## src/rtl/ile_pkg.sv

```systemverilog
package ile_pkg;

	localparam int CMD_W   = 3;
	localparam int POS_W   = 4;
	localparam int VALUE_W = 32;
	localparam int STAT_W  = 2;
	localparam int FPOS_W  = 4;
	localparam int COUNT_W = 5;

	typedef enum logic [CMD_W-1:0] {
		CMD_APPEND = 3'd0,
		CMD_INSERT = 3'd1,
		CMD_REMOVE = 3'd2,
		CMD_SET    = 3'd3,
		CMD_GET    = 3'd4,
		CMD_FIND   = 3'd5,
		CMD_CLEAR  = 3'd6
	} cmd_t;

	typedef enum logic [STAT_W-1:0] {
		STAT_OK       = 2'd0,
		STAT_FULL     = 2'd1,
		STAT_RANGE    = 2'd2,
		STAT_NOTFOUND = 2'd3
	} stat_t;

	typedef enum logic [2:0] {
		S_IDLE,
		S_SHIFT_UP,
		S_PUT,
		S_READ,
		S_SHIFT_DOWN,
		S_SCAN,
		S_FINISH
	} state_t;

endpackage

```

## src/rtl/ile_if.sv

```systemverilog
interface ile_cmd_if;
	logic                          valid;
	logic                          ready;
	logic [ile_pkg::CMD_W-1:0]     command;
	logic [ile_pkg::POS_W-1:0]     position;
	logic [ile_pkg::VALUE_W-1:0]   item_value;

	modport source (output valid, command, position, item_value, input ready);
	modport sink   (input valid, command, position, item_value, output ready);
endinterface

interface ile_res_if;
	logic                          valid;
	logic                          ready;
	logic [ile_pkg::STAT_W-1:0]    status;
	logic [ile_pkg::VALUE_W-1:0]   value_out;
	logic [ile_pkg::FPOS_W-1:0]    found_position;
	logic [ile_pkg::COUNT_W-1:0]   count;
	logic                          empty_res;

	modport source (output valid, status, value_out, found_position, count, empty_res,
		input ready);
	modport sink   (input valid, status, value_out, found_position, count, empty_res,
		output ready);
endinterface

```

## src/rtl/indexed_list_engine.sv

```systemverilog
// channel  dir  word fields
// -------  ---  ----------------------------------------------------------
// cmd      in   command, position, item_value
// res      out  status, value_out, found_position, count, empty_res
//
// One command at a time; all list entries live in one memory with a single
// write and a single registered read port, so shifts and searches walk it one
// entry per cycle. Append, set, clear, errors, insert at the end and the unused
// code 7 finish at once; get reads one entry; insert inside shifts up from the
// last entry to pos, then writes; remove shifts later entries down; find scans to a hit.
// arst_n clears the state, the count and the result valid; entries are never cleared.
// A stalled result holds in its register; one more command may be accepted
// meanwhile and waits in its last cycle until the register frees.
module indexed_list_engine #(
	parameter int CAPACITY   = 16,
	parameter int ITEM_WIDTH = 32
) (
	input  logic       clk,
	input  logic       arst_n,
	ile_cmd_if.sink    cmd,
	ile_res_if.source  res
);

	localparam int IW = (CAPACITY > 1) ? $clog2(CAPACITY) : 1;
	localparam int CW = $clog2(CAPACITY + 1);
	localparam int LW = (CW > ile_pkg::POS_W) ? CW : ile_pkg::POS_W;

	ile_pkg::state_t state_q, state_d;

	logic [CW-1:0]          count_q, count_d;
	logic [IW-1:0]          idx_q, idx_d;
	logic [IW-1:0]          pos_q;
	logic [ITEM_WIDTH-1:0]  item_q;
	ile_pkg::cmd_t          cmd_q;
	ile_pkg::stat_t         st_q, st_d;
	logic [ITEM_WIDTH-1:0]  val_q, val_d;
	logic [IW-1:0]          fpos_q, fpos_d;

	logic                   res_valid_q;
	ile_pkg::stat_t         res_status_q;
	logic [ITEM_WIDTH-1:0]  res_val_q;
	logic [IW-1:0]          res_fpos_q;
	logic [CW-1:0]          res_count_q;

	logic [ITEM_WIDTH-1:0]  mem [CAPACITY];
	logic [ITEM_WIDTH-1:0]  rd_q;
	logic                   mem_we, mem_re;
	logic [IW-1:0]          mem_wa, mem_ra;
	logic [ITEM_WIDTH-1:0]  mem_wd;

	logic                   accept, res_free, res_load;
	ile_pkg::cmd_t          in_cmd;
	logic [ITEM_WIDTH-1:0]  in_item;
	logic [LW-1:0]          in_pos_w, cnt_w;
	logic                   is_full, pos_lt_cnt, pos_eq_cnt;
	logic                   last_idx, hit, at_pos;

	assign cmd.ready = (state_q == ile_pkg::S_IDLE);
	assign accept    = cmd.valid && cmd.ready;
	assign res_free  = !res_valid_q || res.ready;

	assign in_cmd     = ile_pkg::cmd_t'(cmd.command);
	assign in_item    = ITEM_WIDTH'(cmd.item_value);
	assign in_pos_w   = LW'(cmd.position);
	assign cnt_w      = LW'(count_q);
	assign is_full    = (count_q == CW'(CAPACITY));
	assign pos_lt_cnt = (in_pos_w < cnt_w);
	assign pos_eq_cnt = (in_pos_w == cnt_w);

	assign last_idx = ((CW'(idx_q) + CW'(1)) == count_q);
	assign hit      = (rd_q == item_q);
	assign at_pos   = (idx_q == pos_q);

	// next state
	always_comb begin
		state_d = state_q;
		unique case (state_q)
			ile_pkg::S_IDLE: begin
				if (accept) begin
					state_d = ile_pkg::S_FINISH;
					case (in_cmd)
						ile_pkg::CMD_INSERT: begin
							if (!is_full && pos_lt_cnt)
								state_d = ile_pkg::S_SHIFT_UP;
						end
						ile_pkg::CMD_REMOVE, ile_pkg::CMD_GET: begin
							if (pos_lt_cnt)
								state_d = ile_pkg::S_READ;
						end
						ile_pkg::CMD_FIND: begin
							if (count_q != '0)
								state_d = ile_pkg::S_SCAN;
						end
						default: state_d = ile_pkg::S_FINISH;
					endcase
				end
			end
			ile_pkg::S_SHIFT_UP: begin
				if (at_pos)
					state_d = ile_pkg::S_PUT;
			end
			ile_pkg::S_PUT: state_d = ile_pkg::S_FINISH;
			ile_pkg::S_READ: begin
				if (cmd_q == ile_pkg::CMD_GET || last_idx)
					state_d = ile_pkg::S_FINISH;
				else
					state_d = ile_pkg::S_SHIFT_DOWN;
			end
			ile_pkg::S_SHIFT_DOWN: begin
				if (last_idx)
					state_d = ile_pkg::S_FINISH;
			end
			ile_pkg::S_SCAN: begin
				if (hit || last_idx)
					state_d = ile_pkg::S_FINISH;
			end
			ile_pkg::S_FINISH: begin
				if (res_free)
					state_d = ile_pkg::S_IDLE;
			end
			default: state_d = ile_pkg::S_IDLE;
		endcase
	end

	// memory control and datapath updates
	always_comb begin
		mem_we   = 1'b0;
		mem_wa   = idx_q;
		mem_wd   = item_q;
		mem_re   = 1'b0;
		mem_ra   = idx_q;
		idx_d    = idx_q;
		count_d  = count_q;
		st_d     = st_q;
		val_d    = val_q;
		fpos_d   = fpos_q;
		res_load = 1'b0;
		unique case (state_q)
			ile_pkg::S_IDLE: begin
				if (accept) begin
					st_d   = ile_pkg::STAT_OK;
					val_d  = '0;
					fpos_d = '0;
					case (in_cmd)
						ile_pkg::CMD_APPEND: begin
							if (is_full) begin
								st_d = ile_pkg::STAT_FULL;
							end else begin
								mem_we  = 1'b1;
								mem_wa  = IW'(count_q);
								mem_wd  = in_item;
								count_d = count_q + CW'(1);
							end
						end
						ile_pkg::CMD_INSERT: begin
							if (is_full) begin
								st_d = ile_pkg::STAT_FULL;
							end else if (pos_eq_cnt) begin
								mem_we  = 1'b1;
								mem_wa  = IW'(count_q);
								mem_wd  = in_item;
								count_d = count_q + CW'(1);
							end else if (pos_lt_cnt) begin
								// start the upward shift from the last entry
								mem_re = 1'b1;
								mem_ra = IW'(count_q - CW'(1));
								idx_d  = IW'(count_q - CW'(1));
							end else begin
								st_d = ile_pkg::STAT_RANGE;
							end
						end
						ile_pkg::CMD_REMOVE, ile_pkg::CMD_GET: begin
							if (pos_lt_cnt) begin
								mem_re = 1'b1;
								mem_ra = IW'(cmd.position);
								idx_d  = IW'(cmd.position);
							end else begin
								st_d = ile_pkg::STAT_RANGE;
							end
						end
						ile_pkg::CMD_SET: begin
							if (pos_lt_cnt) begin
								mem_we = 1'b1;
								mem_wa = IW'(cmd.position);
								mem_wd = in_item;
							end else begin
								st_d = ile_pkg::STAT_RANGE;
							end
						end
						ile_pkg::CMD_FIND: begin
							st_d = ile_pkg::STAT_NOTFOUND;
							if (count_q != '0) begin
								mem_re = 1'b1;
								mem_ra = '0;
								idx_d  = '0;
							end
						end
						ile_pkg::CMD_CLEAR: count_d = '0;
						default: ;
					endcase
				end
			end
			ile_pkg::S_SHIFT_UP: begin
				// rd_q holds entry idx_q, moving to idx_q + 1
				mem_we = 1'b1;
				mem_wa = idx_q + IW'(1);
				mem_wd = rd_q;
				if (!at_pos) begin
					mem_re = 1'b1;
					mem_ra = idx_q - IW'(1);
					idx_d  = idx_q - IW'(1);
				end
			end
			ile_pkg::S_PUT: begin
				mem_we  = 1'b1;
				mem_wa  = pos_q;
				mem_wd  = item_q;
				count_d = count_q + CW'(1);
			end
			ile_pkg::S_READ: begin
				val_d = rd_q;
				if (cmd_q == ile_pkg::CMD_REMOVE) begin
					if (last_idx) begin
						count_d = count_q - CW'(1);
					end else begin
						mem_re = 1'b1;
						mem_ra = idx_q + IW'(1);
						idx_d  = idx_q + IW'(1);
					end
				end
			end
			ile_pkg::S_SHIFT_DOWN: begin
				mem_we = 1'b1;
				mem_wa = idx_q - IW'(1);
				mem_wd = rd_q;
				if (last_idx) begin
					count_d = count_q - CW'(1);
				end else begin
					mem_re = 1'b1;
					mem_ra = idx_q + IW'(1);
					idx_d  = idx_q + IW'(1);
				end
			end
			ile_pkg::S_SCAN: begin
				if (hit) begin
					st_d   = ile_pkg::STAT_OK;
					fpos_d = idx_q;
				end else if (!last_idx) begin
					mem_re = 1'b1;
					mem_ra = idx_q + IW'(1);
					idx_d  = idx_q + IW'(1);
				end
			end
			ile_pkg::S_FINISH: res_load = res_free;
			default: ;
		endcase
	end

	always_ff @(posedge clk or negedge arst_n) begin
		if (!arst_n) begin
			state_q     <= ile_pkg::S_IDLE;
			count_q     <= '0;
			res_valid_q <= 1'b0;
		end else begin
			state_q <= state_d;
			count_q <= count_d;
			if (res_load)
				res_valid_q <= 1'b1;
			else if (res.ready)
				res_valid_q <= 1'b0;
		end
	end

	always_ff @(posedge clk) begin
		idx_q  <= idx_d;
		st_q   <= st_d;
		val_q  <= val_d;
		fpos_q <= fpos_d;
		if (accept) begin
			cmd_q  <= in_cmd;
			pos_q  <= IW'(cmd.position);
			item_q <= in_item;
		end
		if (res_load) begin
			res_status_q <= st_q;
			res_val_q    <= val_q;
			res_fpos_q   <= fpos_q;
			res_count_q  <= count_q;
		end
	end

	always_ff @(posedge clk) begin
		if (mem_we)
			mem[mem_wa] <= mem_wd;
		if (mem_re)
			rd_q <= mem[mem_ra];
	end

	assign res.valid          = res_valid_q;
	assign res.status         = res_status_q;
	assign res.value_out      = ile_pkg::VALUE_W'(res_val_q);
	assign res.found_position = ile_pkg::FPOS_W'(res_fpos_q);
	assign res.count          = ile_pkg::COUNT_W'(res_count_q);
	assign res.empty_res      = (res_count_q == '0);

	a_full_means_full: assert property (@(posedge clk) disable iff (!arst_n)
		(state_q == ile_pkg::S_FINISH && st_q == ile_pkg::STAT_FULL)
		|-> count_q == CW'(CAPACITY))
		else $error("full status with room left");

	a_walk_in_list: assert property (@(posedge clk) disable iff (!arst_n)
		(state_q == ile_pkg::S_SHIFT_UP || state_q == ile_pkg::S_READ ||
		 state_q == ile_pkg::S_SHIFT_DOWN || state_q == ile_pkg::S_SCAN)
		|-> CW'(idx_q) < count_q)
		else $error("memory walk beyond the count");

	a_no_rw_overlap: assert property (@(posedge clk) disable iff (!arst_n)
		(mem_we && mem_re) |-> mem_wa != mem_ra)
		else $error("read and write of the same entry in one cycle");

	a_clear_empties: assert property (@(posedge clk) disable iff (!arst_n)
		(accept && in_cmd == ile_pkg::CMD_CLEAR) |=> count_q == '0)
		else $error("clear left entries");

endmodule
```

## src/flat_wrapper.sv

```systemverilog
// flat-port wrapper written by rule: the top's interface ports become plain ports
module indexed_list_engine_flat 
#(
	parameter int CAPACITY   = 16,
	parameter int ITEM_WIDTH = 32
)
  (clk, arst_n, cmd_valid, cmd_command, cmd_position, cmd_item_value, cmd_ready, res_valid, res_status, res_value_out, res_found_position, res_count, res_empty_res, res_ready);
  ile_cmd_if cmd_i ();
  ile_res_if res_i ();
  input  logic clk;
  input  logic arst_n;
  input wire logic [$bits(cmd_i.valid)-1:0] cmd_valid;
  input wire logic [$bits(cmd_i.command)-1:0] cmd_command;
  input wire logic [$bits(cmd_i.position)-1:0] cmd_position;
  input wire logic [$bits(cmd_i.item_value)-1:0] cmd_item_value;
  output wire logic [$bits(cmd_i.ready)-1:0] cmd_ready;
  output wire logic [$bits(res_i.valid)-1:0] res_valid;
  output wire logic [$bits(res_i.status)-1:0] res_status;
  output wire logic [$bits(res_i.value_out)-1:0] res_value_out;
  output wire logic [$bits(res_i.found_position)-1:0] res_found_position;
  output wire logic [$bits(res_i.count)-1:0] res_count;
  output wire logic [$bits(res_i.empty_res)-1:0] res_empty_res;
  input wire logic [$bits(res_i.ready)-1:0] res_ready;
  assign cmd_i.valid = cmd_valid;
  assign cmd_i.command = cmd_command;
  assign cmd_i.position = cmd_position;
  assign cmd_i.item_value = cmd_item_value;
  assign cmd_ready = cmd_i.ready;
  assign res_valid = res_i.valid;
  assign res_status = res_i.status;
  assign res_value_out = res_i.value_out;
  assign res_found_position = res_i.found_position;
  assign res_count = res_i.count;
  assign res_empty_res = res_i.empty_res;
  assign res_i.ready = res_ready;
  indexed_list_engine #(.CAPACITY(CAPACITY), .ITEM_WIDTH(ITEM_WIDTH)) u_core (.clk(clk), .arst_n(arst_n), .cmd(cmd_i), .res(res_i));
endmodule
```

## config.mk

```make
export PLATFORM = sky130hd
export DESIGN_NAME = indexed_list_engine_flat
export DESIGN_NICKNAME = d
export VERILOG_FILES = /design/src/rtl/ile_pkg.sv /design/src/rtl/ile_if.sv /design/src/rtl/indexed_list_engine.sv /design/src/flat_wrapper.sv
export SDC_FILE = /design/constraint.sdc
export NUM_CORES = 1
export LEC_CHECK = 0
export ABC_AREA = 1
export BUFFER_PORTS_ARGS = -buffer_cell sky130_fd_sc_hd__clkbuf_2
export CELL_PAD_IN_SITES_DETAIL_PLACEMENT = 0
export CELL_PAD_IN_SITES_GLOBAL_PLACEMENT = 1
export CORE_ASPECT_RATIO = 0.8
export CORE_MARGIN = 2
export CORE_UTILIZATION = 50
export DETAILED_ROUTE_END_ITERATION = 6
export PLACE_DENSITY = 0.81
export SYNTH_ARGS = -nofsm -noshare
export SYNTH_HDL_FRONTEND = slang
export SYNTH_SLANG_ARGS = --single-unit
```

## constraint.sdc

```tcl
create_clock -name clk -period 5.65 [get_ports clk]
set_input_delay 0.2825 -clock clk [delete_from_list [all_inputs] [get_ports clk]]
set_output_delay 0.2825 -clock clk [all_outputs]
set_load 0.01 [all_outputs]
```

==> impl_metrics.yaml <==
grt:
  globalRoute.busiestLayer: "met2"
  global_route_wire_length_before_repair_microns: 125000
  first_global_vias: 20800
  antenna_found_initial: 0
  use_met3_pct: 4.57
  gr-usage-all-layers_pct: 26.2
  grt_overflow: 0
  global_route.usage.met2_pct: 40.3
  grt_start_max_net_pins: 201
  grtUsageMet1_pct: 37.5
drt:
  detail_route.wirelength_microns: 83300
  drt_first_iter_violations: 2279
  remaining_antenna_violation_count: 0
  routed-via-count: 21900
  route.detailed.drc: 0
  route.detailed.wl_per_inst_microns: 21.2
  vias_per_cell: 5.57
  drt_pre_antenna_iters: 7
timing:
  post-route-worst-setup-slack_ns: 1.13
  final.period_utilization_pct: 80.1
  timing.final.setup_violations: 0
  tightestPinTransition_ns: 1.36
  slew-limit-headroom_pct: 9.47
  final.setup_skew_ns: 0.0133
  max_freq_mhz: 221
  layout_min_cycle_time_ns: 4.52
  final_max_slew_viol_count: 0
  fin_worst_hold_slack_ns: 0.0909
  hold_viol_final: 0
  setup_repair_after_global_routing_missed_its_margin: "false"
  setup-tns-final_ns: 0
clock_tree:
  post-cts-setup-buffers: 0
  clock-root-buffer: "sky130_fd_sc_hd__clkbuf_16"
  clock_sink_count: 677
  clockBufferDepth: 3
  cts_max_level: 3
  worstSkewPairLatency_ns: 0.61
  tritoncts: "done"
  cts_made_buffers: 69
  cts.reportedPaths.clkPinSlew_ns: 0.06
finish:
  layout.cells.most_common: "sky130_fd_sc_hd__edfxtp_1"
  layout.nets: 3106
  drive_gt1_share_pct: 9.31
  most-common-layout-cells: "sky130_fd_sc_hd__edfxtp_1, sky130_fd_sc_hd__nand3_1, sky130_fd_sc_hd__nand2_1"
  antennaDiodeCount: 0
  syn_to_final_growth_pct: 12.7
  final_util_pct: 57.0
worst_setup_path:
  endpoint_kind: "flip-flop"
  crit_path_start_kind: "flip-flop"
  critical_path_peak_fanout: 24
  worstPathRequired_ns: 5.95
  worst_path_class_setup: "flip-flop to flip-flop"
  cp.arrival_ns: 4.83
logic_synthesis:
  synthesis.area_per_instance_sq_um: 10.5
  synth_top_family_by_area: "simple AND/OR/NAND/NOR gates"
  mappedNetlistArea_sq_um: 30900
  synth_compound_gate_area_share_pct: 2.84
  area_fraction_in_and_or_nand_and_nor_cells_after_synthesis_pct: 21.7
  post_synth_fa_ha_maj_area_fraction_pct: 0.364
  synth_instances: 2943
  post_synthesis_cell_type_count: 45
  ys_seq_area_share_pct: 65.5
  postSynthRegisterBits: 677
  synth-async-reset-ratio_pct: 1.33
  postSynth.topFlopCell: "sky130_fd_sc_hd__edfxtp_1"
  yosys.area_share.xor_xnor_pct: 0.623
  synth-edff-count: 664
  muxShareOfSynthArea_pct: 0
  postSynthNetCount: 2995
  ys.warnings.count: 0
flow_run:
  max_cap_viol_count: 0
floorplan:
  ios: 89
  floorplan.initialDensity_pct: 50.6
  die_area_sq_um: 63800
  die_span_y_microns: 226
  rows: 81
  core_sq_um: 61100
  die_x_microns: 282
place:
  globalplace.congestion: 0.932
  detailedPlace.worstSlack_ns: 1.21
  numPortBuffers: 88
  dpl.hpwl_microns: 48700
hold_path:
  hold_class: "input port to async pin"
status:
  run_status: "completed"
## per-layer routing
metal | share of wire (%) | vias to the layer above | wire length, microns
li1 | - | 10100 | -
met1 | 43 | 10600 | 36000
met5 | 0 | - | 0
met2 | 46 | 992 | 38000
met3 | 8.0 | 141 | 6660
met4 | 3.3 | 0 | 2720
## state kept, by name, summed over array words and instances (netlist names), 5 cells and up
name	count
u_core.mem	512
u_core.item_q	32
u_core.rd_q	32
u_core.res.value_out	32
u_core.val_q	32
u_core.cnt_w	5
u_core.res.count	5
## cell families after synthesis
group | count (synthesis)
xor+xnor | 22
compound gates | 137
fa+ha+maj | 9
flops | 677
simple gates | 1425
buf+inv | 673
## synth_stat cells, types with 4 or more instances
library cell,count,share of area (%)
sky130_fd_sc_hd__inv_1,508,6.2
sky130_fd_sc_hd__buf_6,16,0.58
sky130_fd_sc_hd__nor2_1,113,1.4
sky130_fd_sc_hd__nand2_1,551,6.7
sky130_fd_sc_hd__ha_1,9,0.36
sky130_fd_sc_hd__nand3_1,602,9.7
sky130_fd_sc_hd__xor2_1,4,0.11
sky130_fd_sc_hd__o221ai_1,32,0.91
sky130_fd_sc_hd__edfxtp_1,664,65
sky130_fd_sc_hd__dfrtp_1,9,0.73
sky130_fd_sc_hd__nand3b_1,130,3.2
sky130_fd_sc_hd__buf_2,73,1.2
sky130_fd_sc_hd__o211ai_1,8,0.19
sky130_fd_sc_hd__dfxtp_1,4,0.26
sky130_fd_sc_hd__inv_2,9,0.11
sky130_fd_sc_hd__a21oi_1,15,0.24
sky130_fd_sc_hd__clkbuf_1,41,0.50
sky130_fd_sc_hd__buf_1,12,0.15
sky130_fd_sc_hd__buf_4,12,0.29
sky130_fd_sc_hd__nand4_1,11,0.22
sky130_fd_sc_hd__xnor2_1,18,0.51
sky130_fd_sc_hd__o21ai_0,62,1.0
## critical path, cell delays in order (launching register included)
cell,delay (ns)
sky130_fd_sc_hd__dfrtp_1,0.42
sky130_fd_sc_hd__nor2_1,0.15
sky130_fd_sc_hd__nand2_1,0.23
sky130_fd_sc_hd__nor2_4,0.61
sky130_fd_sc_hd__inv_1,0.17
sky130_fd_sc_hd__nor2_1,0.42
sky130_fd_sc_hd__nand3_1,0.21
sky130_fd_sc_hd__nand2_1,0.13
sky130_fd_sc_hd__nand2_1,0.09
sky130_fd_sc_hd__a21oi_1,0.26
sky130_fd_sc_hd__inv_1,0.13
sky130_fd_sc_hd__nor2_1,0.14
sky130_fd_sc_hd__inv_1,0.12
sky130_fd_sc_hd__nor2_4,0.79
sky130_fd_sc_hd__buf_4,0.34
## metrics by stage
| stage | cell area (sq um) | instances |
|---|---|---|
| floorplan | 30900 | 2943 |
| global placement | 32400 | 3772 |
| detailed placement | 32400 | 3772 |
| CTS | 34800 | 3934 |
| global route | 34800 | 3934 |
| finish | 34800 | 3934 |
## worst paths after layout
kind | slack, ns | startpoint | to | depth (start not counted)
max in group asynchronous | 5.32 | arst_n | u_core.res.valid | 2
max | 1.13 | u_core.state_q[1] | u_core.mem[12][10] | 14
min | 0.09 | arst_n | u_core.state_q[0] | 2
min reg2reg | 0.42 | u_core.val_q[8] | u_core.res.value_out[8] | 0
max reg2reg | 1.13 | u_core.state_q[1] | u_core.mem[12][10] | 14
min in group clk | 0.21 | cmd_valid | u_core.cmd_q[1] | 3
## area by class of cell
cell class	instances	area, sq um
Timing Repair Buffer	194	1480
Clock buffer	92	1880
Fill cell	5090	26300
Clock inverter	29	181
Inverter	519	1950
Tap cell	830	1040
Sequential cell	677	20200
Multi-Input combinational cell	1593	8070
## repair_timing
action                    4_1_cts  5_1_grt
gates resized for setup         0        0
hold endpoints to repair       49        0
hold buffers                   41        0
Power is left out: the tool's default activity adds up to more than one toggle a clock period on the data nets, which glitch-free logic cannot reach.
